**config.mk**
```make
export PLATFORM = sky130hd
export DESIGN_NAME = mandelbrot_escape_time
export DESIGN_NICKNAME = d
export VERILOG_FILES = /design/src/hdl/met_pkg.sv /design/src/hdl/met_mul.sv /design/src/hdl/mandelbrot_escape_time.sv
export SDC_FILE = /design/constraint.sdc
export NUM_CORES = 2
export LEC_CHECK = 0
export BUFFER_PORTS_ARGS = -buffer_cell sky130_fd_sc_hd__buf_2
export CAP_MARGIN = 20
export CELL_PAD_IN_SITES_DETAIL_PLACEMENT = 1
export CELL_PAD_IN_SITES_GLOBAL_PLACEMENT = 2
export CORE_ASPECT_RATIO = 0.75
export CORE_UTILIZATION = 41
export CTS_CLUSTER_SIZE = 28
export DETAILED_ROUTE_END_ITERATION = 12
export MAX_ROUTING_LAYER = met4
export PLACE_DENSITY = 0.92
export SETUP_SLACK_MARGIN = 0.2
export SYNTH_ARGS = -nofsm -noshare
export SYNTH_HDL_FRONTEND = slang
export SYNTH_SLANG_ARGS = --single-unit
```
**constraint.sdc**
```tcl
create_clock -name clk -period 12.1 [get_ports clk]
set_clock_uncertainty 0.2 [all_clocks]
set_input_delay 2.42 -clock clk [delete_from_list [all_inputs] [get_ports clk]]
set_output_delay 2.42 -clock clk [all_outputs]
set_load 0.01 [all_outputs]
```
**src/hdl/met_pkg.sv**
```systemverilog
// ----------------------------------------------------------------------------
// met_pkg: shared types and constants for the escape-time iterator
// Fixed-point widths, register indexes, sequencer states and the
// saturation and magnitude helpers used by the top level.
// ----------------------------------------------------------------------------
package met_pkg;

  localparam int COORD_BITS = 48;
  localparam int FRAC_BITS  = 44;
  localparam int COUNT_BITS = 16;
  localparam int PIXEL_BITS = 12;
  localparam int STEP_BITS  = COORD_BITS - 1;

  // Operands are split into two halves for the shared multiplier
  localparam int HALF_BITS = (COORD_BITS + 1) / 2;
  localparam int OP_BITS   = 2 * HALF_BITS;
  localparam int MUL_BITS  = 2 * OP_BITS;
  localparam int SUM_BITS  = MUL_BITS + 2;

  localparam int CFG_INDEX_BITS = 3;
  localparam int CFG_DATA_BITS  = COORD_BITS;

  typedef enum logic [CFG_INDEX_BITS-1:0] {
    CFG_ORIGIN_REAL = 3'd0,
    CFG_ORIGIN_IMAG = 3'd1,
    CFG_STEP_REAL   = 3'd2,
    CFG_STEP_IMAG   = 3'd3,
    CFG_ITER_LIMIT  = 3'd4
  } cfg_index_t;

  typedef enum logic [2:0] {
    ST_IDLE,
    ST_C_RE,
    ST_C_IM,
    ST_CROSS,
    ST_UPDATE,
    ST_SQ_RE,
    ST_SQ_IM,
    ST_CHECK
  } state_t;

  // Reset values: origin (-2.0, -1.5), steps 3/1024 and 1/256
  localparam logic [COORD_BITS-1:0] ORIGIN_REAL_RESET =
    COORD_BITS'(-(64'sd2 <<< FRAC_BITS));
  localparam logic [COORD_BITS-1:0] ORIGIN_IMAG_RESET =
    COORD_BITS'(-(64'sd3 <<< (FRAC_BITS - 1)));
  localparam logic [STEP_BITS-1:0] STEP_REAL_RESET =
    STEP_BITS'(64'd3 << (FRAC_BITS - 10));
  localparam logic [STEP_BITS-1:0] STEP_IMAG_RESET =
    STEP_BITS'(64'd1 << (FRAC_BITS - 8));
  localparam logic [COUNT_BITS-1:0] MAX_ITER_RESET = COUNT_BITS'(100);

  // Escape threshold 4.0 at double fraction width
  localparam logic [MUL_BITS:0] MAG_LIMIT =
    (MUL_BITS + 1)'(1) << (2 * FRAC_BITS + 2);

  localparam logic [COORD_BITS-1:0] COORD_MAX = {1'b0, {(COORD_BITS-1){1'b1}}};
  localparam logic [COORD_BITS-1:0] COORD_MIN = {1'b1, {(COORD_BITS-1){1'b0}}};

  // Clamp a wide signed sum to the coordinate range
  function automatic logic [COORD_BITS-1:0] saturate(input logic [SUM_BITS-1:0] v);
    logic [SUM_BITS-COORD_BITS:0] upper;
    upper = v[SUM_BITS-1:COORD_BITS-1];
    if ((&upper) || !(|upper)) begin
      return v[COORD_BITS-1:0];
    end else if (v[SUM_BITS-1]) begin
      return COORD_MIN;
    end else begin
      return COORD_MAX;
    end
  endfunction

  // Magnitude of a coordinate as an unsigned multiplier operand
  function automatic logic [OP_BITS-1:0] abs_value(input logic [COORD_BITS-1:0] v);
    logic [COORD_BITS-1:0] m;
    m = v[COORD_BITS-1] ? (~v + COORD_BITS'(1)) : v;
    return OP_BITS'(m);
  endfunction

  // Sign-extend a coordinate to the sum width
  function automatic logic [SUM_BITS-1:0] extend(input logic [COORD_BITS-1:0] v);
    return {{(SUM_BITS-COORD_BITS){v[COORD_BITS-1]}}, v};
  endfunction

endpackage

```
**src/hdl/met_mul.sv**
```systemverilog
// ----------------------------------------------------------------------------
// met_mul: iterative unsigned multiplier
// Forms a full double-width product from four half-by-half partial
// products, one per cycle, registered and then accumulated.
// ----------------------------------------------------------------------------
module met_mul
  import met_pkg::*;
(
  input  logic                clk,
  input  logic                rst,
  input  logic                start,
  input  logic [OP_BITS-1:0]  a,
  input  logic [OP_BITS-1:0]  b,
  output logic                done,
  output logic [MUL_BITS-1:0] product
);

  logic [OP_BITS-1:0]     a_hold;
  logic [OP_BITS-1:0]     b_hold;
  logic [2:0]             step;
  logic                   running;
  logic [HALF_BITS-1:0]   part_a;
  logic [HALF_BITS-1:0]   part_b;
  logic [OP_BITS-1:0]     pp;
  logic [1:0]             pp_shift;
  logic [MUL_BITS-1:0]    pp_aligned;
  logic [MUL_BITS-1:0]    acc;

  // Pick the halves for this step: lo*lo, lo*hi, hi*lo, hi*hi
  assign part_a = step[1] ? a_hold[OP_BITS-1:HALF_BITS] : a_hold[HALF_BITS-1:0];
  assign part_b = step[0] ? b_hold[OP_BITS-1:HALF_BITS] : b_hold[HALF_BITS-1:0];

  // Align the registered partial product
  always_comb begin
    unique case (pp_shift)
      2'd0:    pp_aligned = MUL_BITS'(pp);
      2'd1:    pp_aligned = MUL_BITS'(pp) << HALF_BITS;
      2'd2:    pp_aligned = MUL_BITS'(pp) << (2 * HALF_BITS);
      default: pp_aligned = '0;
    endcase
  end

  // Sequence control
  always_ff @(posedge clk) begin
    if (rst) begin
      running <= 1'b0;
      step    <= '0;
      done    <= 1'b0;
    end else begin
      done <= 1'b0;
      if (start) begin
        running <= 1'b1;
        step    <= '0;
      end else if (running) begin
        if (step == 3'd4) begin
          running <= 1'b0;
          done    <= 1'b1;
        end
        step <= step + 3'd1;
      end
    end
  end

  // Multiply one partial, accumulate the previous one
  always_ff @(posedge clk) begin
    if (start) begin
      a_hold <= a;
      b_hold <= b;
      acc    <= '0;
    end else if (running) begin
      pp       <= part_a * part_b;
      pp_shift <= 2'(step[1]) + 2'(step[0]);
      if (step != 3'd0) begin
        acc <= acc + pp_aligned;
      end
    end
  end

  assign product = acc;

endmodule

```
**src/hdl/mandelbrot_escape_time.sv**
```systemverilog
// ----------------------------------------------------------------------------
// mandelbrot_escape_time: fixed-point escape-time iterator
// Maps a pixel to c, iterates z = z*z + c in Q4.44 and reports the update
// count and whether |z| exceeded 2, using one shared multiplier.
// ----------------------------------------------------------------------------
// Throughput: one pixel at a time, busy high until the result; the shared
//   multiplier (3 products per update, at most iter_limit updates) sets the pace.
// Result is shown for one cycle on result_valid; the receiver cannot stall.
// Reset (rst, synchronous) idles the sequencer and loads the default viewport.
module mandelbrot_escape_time
  import met_pkg::*;
(
  input  logic                      clk,
  input  logic                      rst,
  input  logic                      start,
  output logic                      busy,
  input  logic [PIXEL_BITS-1:0]     pixel_x,
  input  logic [PIXEL_BITS-1:0]     pixel_y,
  output logic                      result_valid,
  output logic [COUNT_BITS-1:0]     iteration_count,
  output logic                      escaped,
  input  logic                      cfg_valid,
  output logic                      cfg_ready,
  input  logic [CFG_INDEX_BITS-1:0] cfg_index,
  input  logic [CFG_DATA_BITS-1:0]  cfg_data
);

  logic [COORD_BITS-1:0] origin_real;
  logic [COORD_BITS-1:0] origin_imag;
  logic [STEP_BITS-1:0]  step_real;
  logic [STEP_BITS-1:0]  step_imag;
  logic [COUNT_BITS-1:0] iter_limit;

  state_t                state;
  state_t                state_next;
  logic                  finish;
  logic                  finish_escaped;
  logic                  issue;

  logic [PIXEL_BITS-1:0] px;
  logic [PIXEL_BITS-1:0] py;
  logic [COORD_BITS-1:0] c_real;
  logic [COORD_BITS-1:0] c_imag;
  logic [COORD_BITS-1:0] z_real;
  logic [COORD_BITS-1:0] z_imag;
  logic [MUL_BITS-1:0]   zr_sq;
  logic [MUL_BITS-1:0]   zi_sq;
  logic [SUM_BITS-1:0]   diff;
  logic [SUM_BITS-1:0]   cross_prod;
  logic [COUNT_BITS-1:0] update_counter;
  logic [MUL_BITS:0]     mag;
  logic                  beyond;

  logic [OP_BITS-1:0]    mul_a;
  logic [OP_BITS-1:0]    mul_b;
  logic                  mul_done;
  logic [MUL_BITS-1:0]   mul_product;

  assign cfg_ready = 1'b1;
  assign busy      = (state != ST_IDLE);

  // Configuration register writes
  always_ff @(posedge clk) begin
    if (rst) begin
      origin_real <= ORIGIN_REAL_RESET;
      origin_imag <= ORIGIN_IMAG_RESET;
      step_real   <= STEP_REAL_RESET;
      step_imag   <= STEP_IMAG_RESET;
      iter_limit  <= MAX_ITER_RESET;
    end else if (cfg_valid && cfg_ready) begin
      unique case (cfg_index_t'(cfg_index))
        CFG_ORIGIN_REAL: origin_real <= cfg_data;
        CFG_ORIGIN_IMAG: origin_imag <= cfg_data;
        CFG_STEP_REAL:   step_real   <= cfg_data[STEP_BITS-1:0];
        CFG_STEP_IMAG:   step_imag   <= cfg_data[STEP_BITS-1:0];
        CFG_ITER_LIMIT:  iter_limit  <= cfg_data[COUNT_BITS-1:0];
        default: ;
      endcase
    end
  end

  // Squared magnitude of the new z against 4.0
  assign mag    = {1'b0, zr_sq} + {1'b0, zi_sq};
  assign beyond = (mag > MAG_LIMIT);

  // Next state and finish flags
  always_comb begin
    state_next     = state;
    finish         = 1'b0;
    finish_escaped = 1'b0;
    unique case (state)
      ST_IDLE: begin
        if (start) state_next = ST_C_RE;
      end
      ST_C_RE: begin
        if (mul_done) state_next = ST_C_IM;
      end
      ST_C_IM: begin
        if (mul_done) begin
          if (iter_limit == '0) begin
            state_next = ST_IDLE;
            finish     = 1'b1;
          end else begin
            state_next = ST_CROSS;
          end
        end
      end
      ST_CROSS: begin
        if (mul_done) state_next = ST_UPDATE;
      end
      ST_UPDATE: begin
        state_next = ST_SQ_RE;
      end
      ST_SQ_RE: begin
        if (mul_done) state_next = ST_SQ_IM;
      end
      ST_SQ_IM: begin
        if (mul_done) state_next = ST_CHECK;
      end
      ST_CHECK: begin
        if (beyond) begin
          state_next     = ST_IDLE;
          finish         = 1'b1;
          finish_escaped = 1'b1;
        end else if (update_counter == iter_limit) begin
          state_next = ST_IDLE;
          finish     = 1'b1;
        end else begin
          state_next = ST_CROSS;
        end
      end
      default: state_next = ST_IDLE;
    endcase
  end

  // State register and multiplier issue on entry to a product state
  always_ff @(posedge clk) begin
    if (rst) begin
      state        <= ST_IDLE;
      issue        <= 1'b0;
      result_valid <= 1'b0;
    end else begin
      state        <= state_next;
      issue        <= (state_next != state) &&
                      (state_next == ST_C_RE || state_next == ST_C_IM ||
                       state_next == ST_CROSS || state_next == ST_SQ_RE ||
                       state_next == ST_SQ_IM);
      result_valid <= finish;
    end
  end

  // Select the multiplier operands for the current product
  always_comb begin
    unique case (state)
      ST_C_RE: begin
        mul_a = OP_BITS'(px);
        mul_b = OP_BITS'(step_real);
      end
      ST_C_IM: begin
        mul_a = OP_BITS'(py);
        mul_b = OP_BITS'(step_imag);
      end
      ST_CROSS: begin
        mul_a = abs_value(z_real);
        mul_b = abs_value(z_imag);
      end
      ST_SQ_RE: begin
        mul_a = abs_value(z_real);
        mul_b = abs_value(z_real);
      end
      ST_SQ_IM: begin
        mul_a = abs_value(z_imag);
        mul_b = abs_value(z_imag);
      end
      default: begin
        mul_a = '0;
        mul_b = '0;
      end
    endcase
  end

  met_mul u_mul (
    .clk     (clk),
    .rst     (rst),
    .start   (issue),
    .a       (mul_a),
    .b       (mul_b),
    .done    (mul_done),
    .product (mul_product)
  );

  // Datapath registers
  always_ff @(posedge clk) begin
    if (state == ST_IDLE && start) begin
      px <= pixel_x;
      py <= pixel_y;
    end
    if (state == ST_C_RE && mul_done) begin
      c_real <= saturate({2'b00, mul_product} + extend(origin_real));
    end
    if (state == ST_C_IM && mul_done) begin
      c_imag         <= saturate({2'b00, mul_product} + extend(origin_imag));
      z_real         <= '0;
      z_imag         <= '0;
      zr_sq          <= '0;
      zi_sq          <= '0;
      diff           <= '0;
      update_counter <= '0;
    end
    // Signed cross product zr*zi
    if (state == ST_CROSS && mul_done) begin
      if (z_real[COORD_BITS-1] ^ z_imag[COORD_BITS-1]) begin
        cross_prod <= -{2'b00, mul_product};
      end else begin
        cross_prod <= {2'b00, mul_product};
      end
    end
    // Advance z by one update
    if (state == ST_UPDATE) begin
      z_real         <= saturate(($signed(diff) >>> FRAC_BITS) + $signed(extend(c_real)));
      z_imag         <= saturate(($signed(cross_prod) >>> (FRAC_BITS - 1)) +
                                 $signed(extend(c_imag)));
      update_counter <= update_counter + COUNT_BITS'(1);
    end
    if (state == ST_SQ_RE && mul_done) begin
      zr_sq <= mul_product;
    end
    if (state == ST_SQ_IM && mul_done) begin
      zi_sq <= mul_product;
    end
    // Difference of squares feeds the next real part
    if (state == ST_CHECK) begin
      diff <= {2'b00, zr_sq} - {2'b00, zi_sq};
    end
    // Hold the result beat
    if (finish) begin
      iteration_count <= (state == ST_CHECK) ? update_counter : '0;
      escaped         <= finish_escaped;
    end
  end

  // An accepted pixel makes the block busy
  a_busy_after_start: assert property (@(posedge clk) disable iff (rst)
    (start && !busy) |=> busy)
    else $error("block not busy after accepting a pixel");

  // The result beat is a single-cycle strobe
  a_single_beat: assert property (@(posedge clk) disable iff (rst)
    result_valid |=> !result_valid)
    else $error("result strobe held for more than one cycle");

  // A non-escaped result stopped exactly at the limit
  a_limit_count: assert property (@(posedge clk) disable iff (rst)
    (result_valid && !escaped) |-> (iteration_count == iter_limit))
    else $error("non-escaped count differs from the limit");

  // Multiplier completions only arrive in product states
  a_mul_done_state: assert property (@(posedge clk) disable iff (rst)
    mul_done |-> (state == ST_C_RE || state == ST_C_IM || state == ST_CROSS ||
                  state == ST_SQ_RE || state == ST_SQ_IM))
    else $error("multiplier finished outside a product state");

endmodule
```
==> impl_metrics.py <==
metrics = {
    "critical_path": {
        "worstPathMaxFanout": 28,
        "cp-start-kind": "flop",
        "slowest_stage": "mux2i_2",
        "regToRegSetupSlack_ns": 1.85,
        "worstPathRequired_ns": 12.41,
        "crit_top_cell": "fa_1",
        "rr_worst_depth": 32,
        "worst_r2r_startpoint": "u_mul.step[0]",
        "crit_buf_inv": 6,
        "critPathCaptureType": "flop",
        "cp_slowest_stage_delay_ns": 0.90,
        "critPathKind": "flop to flop",
        "critical-path-top-delay-family": "adder cells",
        "reg2reg_to": "u_mul.pp[47]",
        "crit_start": "u_mul.step[0]",
        "critPathArrivalTime_ns": 10.57,
        "worst-path-stages": 32,
    },
    "finish": {
        "regArea_um2": 27100,
        "final_core_util_pct": 44.8,
        "multi_input_area_um2": 62200,
        "finalNetCount": 12273,
        "area_growth_pct": 8.58,
        "final.fill_count": 26868,
        "drive_gt1_share_pct": 6.42,
    },
    "sta": {
        "finalSetupTns_ns": 0,
        "hold_ws_ns": 0.256,
        "fmax_mhz": 97.5,
        "fin_crit_sh_pct": 84.7,
        "finalSetupViolations": 0,
        "rsz0062_at_grt": "false",
        "period_needed_ns": 10.25,
        "tightest_slew_ns": 1.29,
        "finalHoldViolations": 0,
        "slew_viol_final": 0,
        "slew_headroom_pct": 12.5,
    },
    "min_path": {
        "hold_depth": 2,
        "holdPathEnd": "step_imag[8]",
        "worstHoldStart": "step_imag[8]",
        "hold_class": "flop to flop",
    },
    "cts": {
        "cts_buffers": 110,
        "post_cts_buffers": 0,
        "cts_tree": "yes",
        "htree_levels": 3,
        "cts.repair.resized": 0,
        "clockRootBuffer": "clkbuf_16",
        "hold_buffers": 0,
        "clock_latency_ns": 0.82,
        "cts.clk_slew.worst_paths_ns": 0.07,
        "clockBufferDepth": 3,
        "clkSinkCount": 1007,
    },
    "grt": {
        "antenna_found_initial": 54,
        "grt_overflow_total": 0,
        "grt_pass1_wl_um": 643000,
        "grt_pass1_vias": 87703,
        "grt_util_all_layers_pct": 39.1,
        "grt_max_degree": 92,
    },
    "pwr": {
        "total_power_mw": 24.2,
        "irDropWorstVdd_mv": 0.806,
        "powerDensity_nw_per_um2": 236,
        "p_leak_nw": 43.7,
    },
    "outcome": {
        "status": "complete, no violations",
    },
    "synthesis": {
        "yosys.area.top_type": "edfxtp_1",
        "synth_ff_type": "edfxtp_1",
        "ys_seq_area_share_pct": 28.7,
        "synth_cells": 11064,
        "syn-num-nets": 12399,
        "synth_cell_types": 96,
        "synth_area_leaders": "edfxtp_1 (22%), fa_1 (10%), ha_1 (10%), dfxtp_1 (6.6%), a21oi_1 (6.1%)",
        "synth_warnings": 0,
        "syn_avg_cell_area_um2": 8.55,
        "synth-seq-cells": 1007,
        "synth_edf_count": 695,
        "netlist_area_um2": 94500,
        "synth_top_area_share_pct": 22.1,
        "async_flop_share_pct": 0,
    },
    "drt": {
        "wl_per_cell_um": 31.8,
        "dr_total_vias": 89756,
        "via_per_inst": 6.34,
        "final_antenna_net_count": 0,
        "dr.pass1.iters": 7,
        "drtIter0Drc": 11239,
        "drc": 0,
        "routed_wl_um": 450000,
    },
    "place": {
        "dp_hpwl_um": 362000,
        "gp_congestion": 1.07,
        "port_buffers": 97,
    },
    "floorplanning": {
        "die_w_um": 556,
        "start_util_pct": 41.3,
        "die_h_um": 418,
        "ios": 99,
        "dieArea_um2": 233000,
        "num_rows": 152,
        "core_area_um2": 229000,
    },
    "job": {
        "drv_cap": 0,
    },
}
-- flip-flops by register name, indices dropped and copies added (netlist names), 53 cells and up --
| signal | cells |
|---|---|
| zr_sq | 96 |
| zi_sq | 96 |
| u_mul.product | 96 |
| diff | 53 |
| cross_prod | 55 |
-- through the flow --
stage / setup slack [ns] / std cells / area, um^2
2_1_floorplan: 3.27 / 11064 / 94500
3_3_place_gp: 2.18 / 13893 / 98600
3_5_place_dp: 2.04 / 13897 / 98700
4_1_cts: 1.93 / 14107 / 102000
5_1_grt: 1.54 / 14138 / 103000
6_report: 1.85 / 14152 / 103000
-- power breakdown --
group / leakage [nW] / internal, mW / switching [mW]
combinational: 33.2 / 5.61 / 10.4
clock: 1.87 / 1.99 / 1.64
sequential: 8.59 / 4.43 / 0.214
-- Yosys cell counts (104+ instances only) --
master	count
nand2_1	1312
a21oi_1	1152
nor2_1	882
inv_1	869
ha_1	768
edfxtp_1	695
o21ai_0	523
clkbuf_1	522
fa_1	488
xnor2_1	383
a21o_1	312
dfxtp_1	312
xor2_1	285
and2_1	218
nor3_1	166
and3_1	165
nand3_1	162
nand4_1	148
nor4_1	133
o31ai_1	120
nor2b_1	106
a211oi_1	104
-- layout make-up --
type	count	area share [%]
multi-input combinational	8617	60.6
sequential	1007	26.4
tap	3080	3.75
inverter	873	3.19
clock buffer	150	3.04
timing repair buffer	329	2.21
clock inverter	60	0.667
antenna	36	0.0878
-- worst register-to-register path: cells and delay by family (launching register included) --
| kind | cells | cell delay [ns] |
|---|---|---|
| AND/OR/NAND/NOR | 4 | 0.51 |
| flip-flops | 1 | 0.88 |
| buffers and inverters | 6 | 0.76 |
| XOR/XNOR | 1 | 0.15 |
| adder cells (fa/ha/maj) | 8 | 3.65 |
| multiplexers | 1 | 0.91 |
| AO/OA/AOI/OAI | 12 | 2.90 |
-- placed cells by master (no fill, tap or decap), drive strengths merged, types with 32 or more instances in the layout --
master	count
or2	41
nor3	168
ha	768
mux2	49
o21ai	532
o22a	32
nor2	882
nor4	133
o21a	73
xnor2	383
inv	879
a21oi	1153
o22ai	49
nor2b	106
nand3	162
dfxtp	312
a31oi	75
buf	324
clkinv	44
a211oi	105
and3	165
nand4	148
and2	218
fa	488
edfxtp	695
o21bai	93
clkbuf	154
nand2b	92
xor2	285
a21o	312
nand2	1312
diode	36
o31ai	124
or3	60
mux2i	101
-- layer usage --
layer,vias up,wire length (um),global-route usage [%]
met5,-,0,-
met4,0,13400,10.6
met3,582,49600,9.39
met2,4321,180000,52.9
met1,46163,207000,57.2
li1,38690,-,-
-- how the worst max path moves through the flow --
stage	end	slack, ns
CTS	u_mul.pp[47]	1.93
global placement	u_mul.pp[47]	2.18
floorplan	u_mul.pp[47]	3.27
global route	u_mul.pp[47]	1.54
finish	u_mul.pp[47]	1.85
detailed placement	u_mul.pp[47]	2.04
-- kinds of logic after synthesis --
group,synth area share (%)
simple gates,17.8
fa+ha+maj,20.5
xor+xnor,6.19
flops,28.7
mux,1.65
other cells,0.00397
buf+inv,5.77
compound gates,19.4
Note: power is estimated with default switching activity, not from simulation.
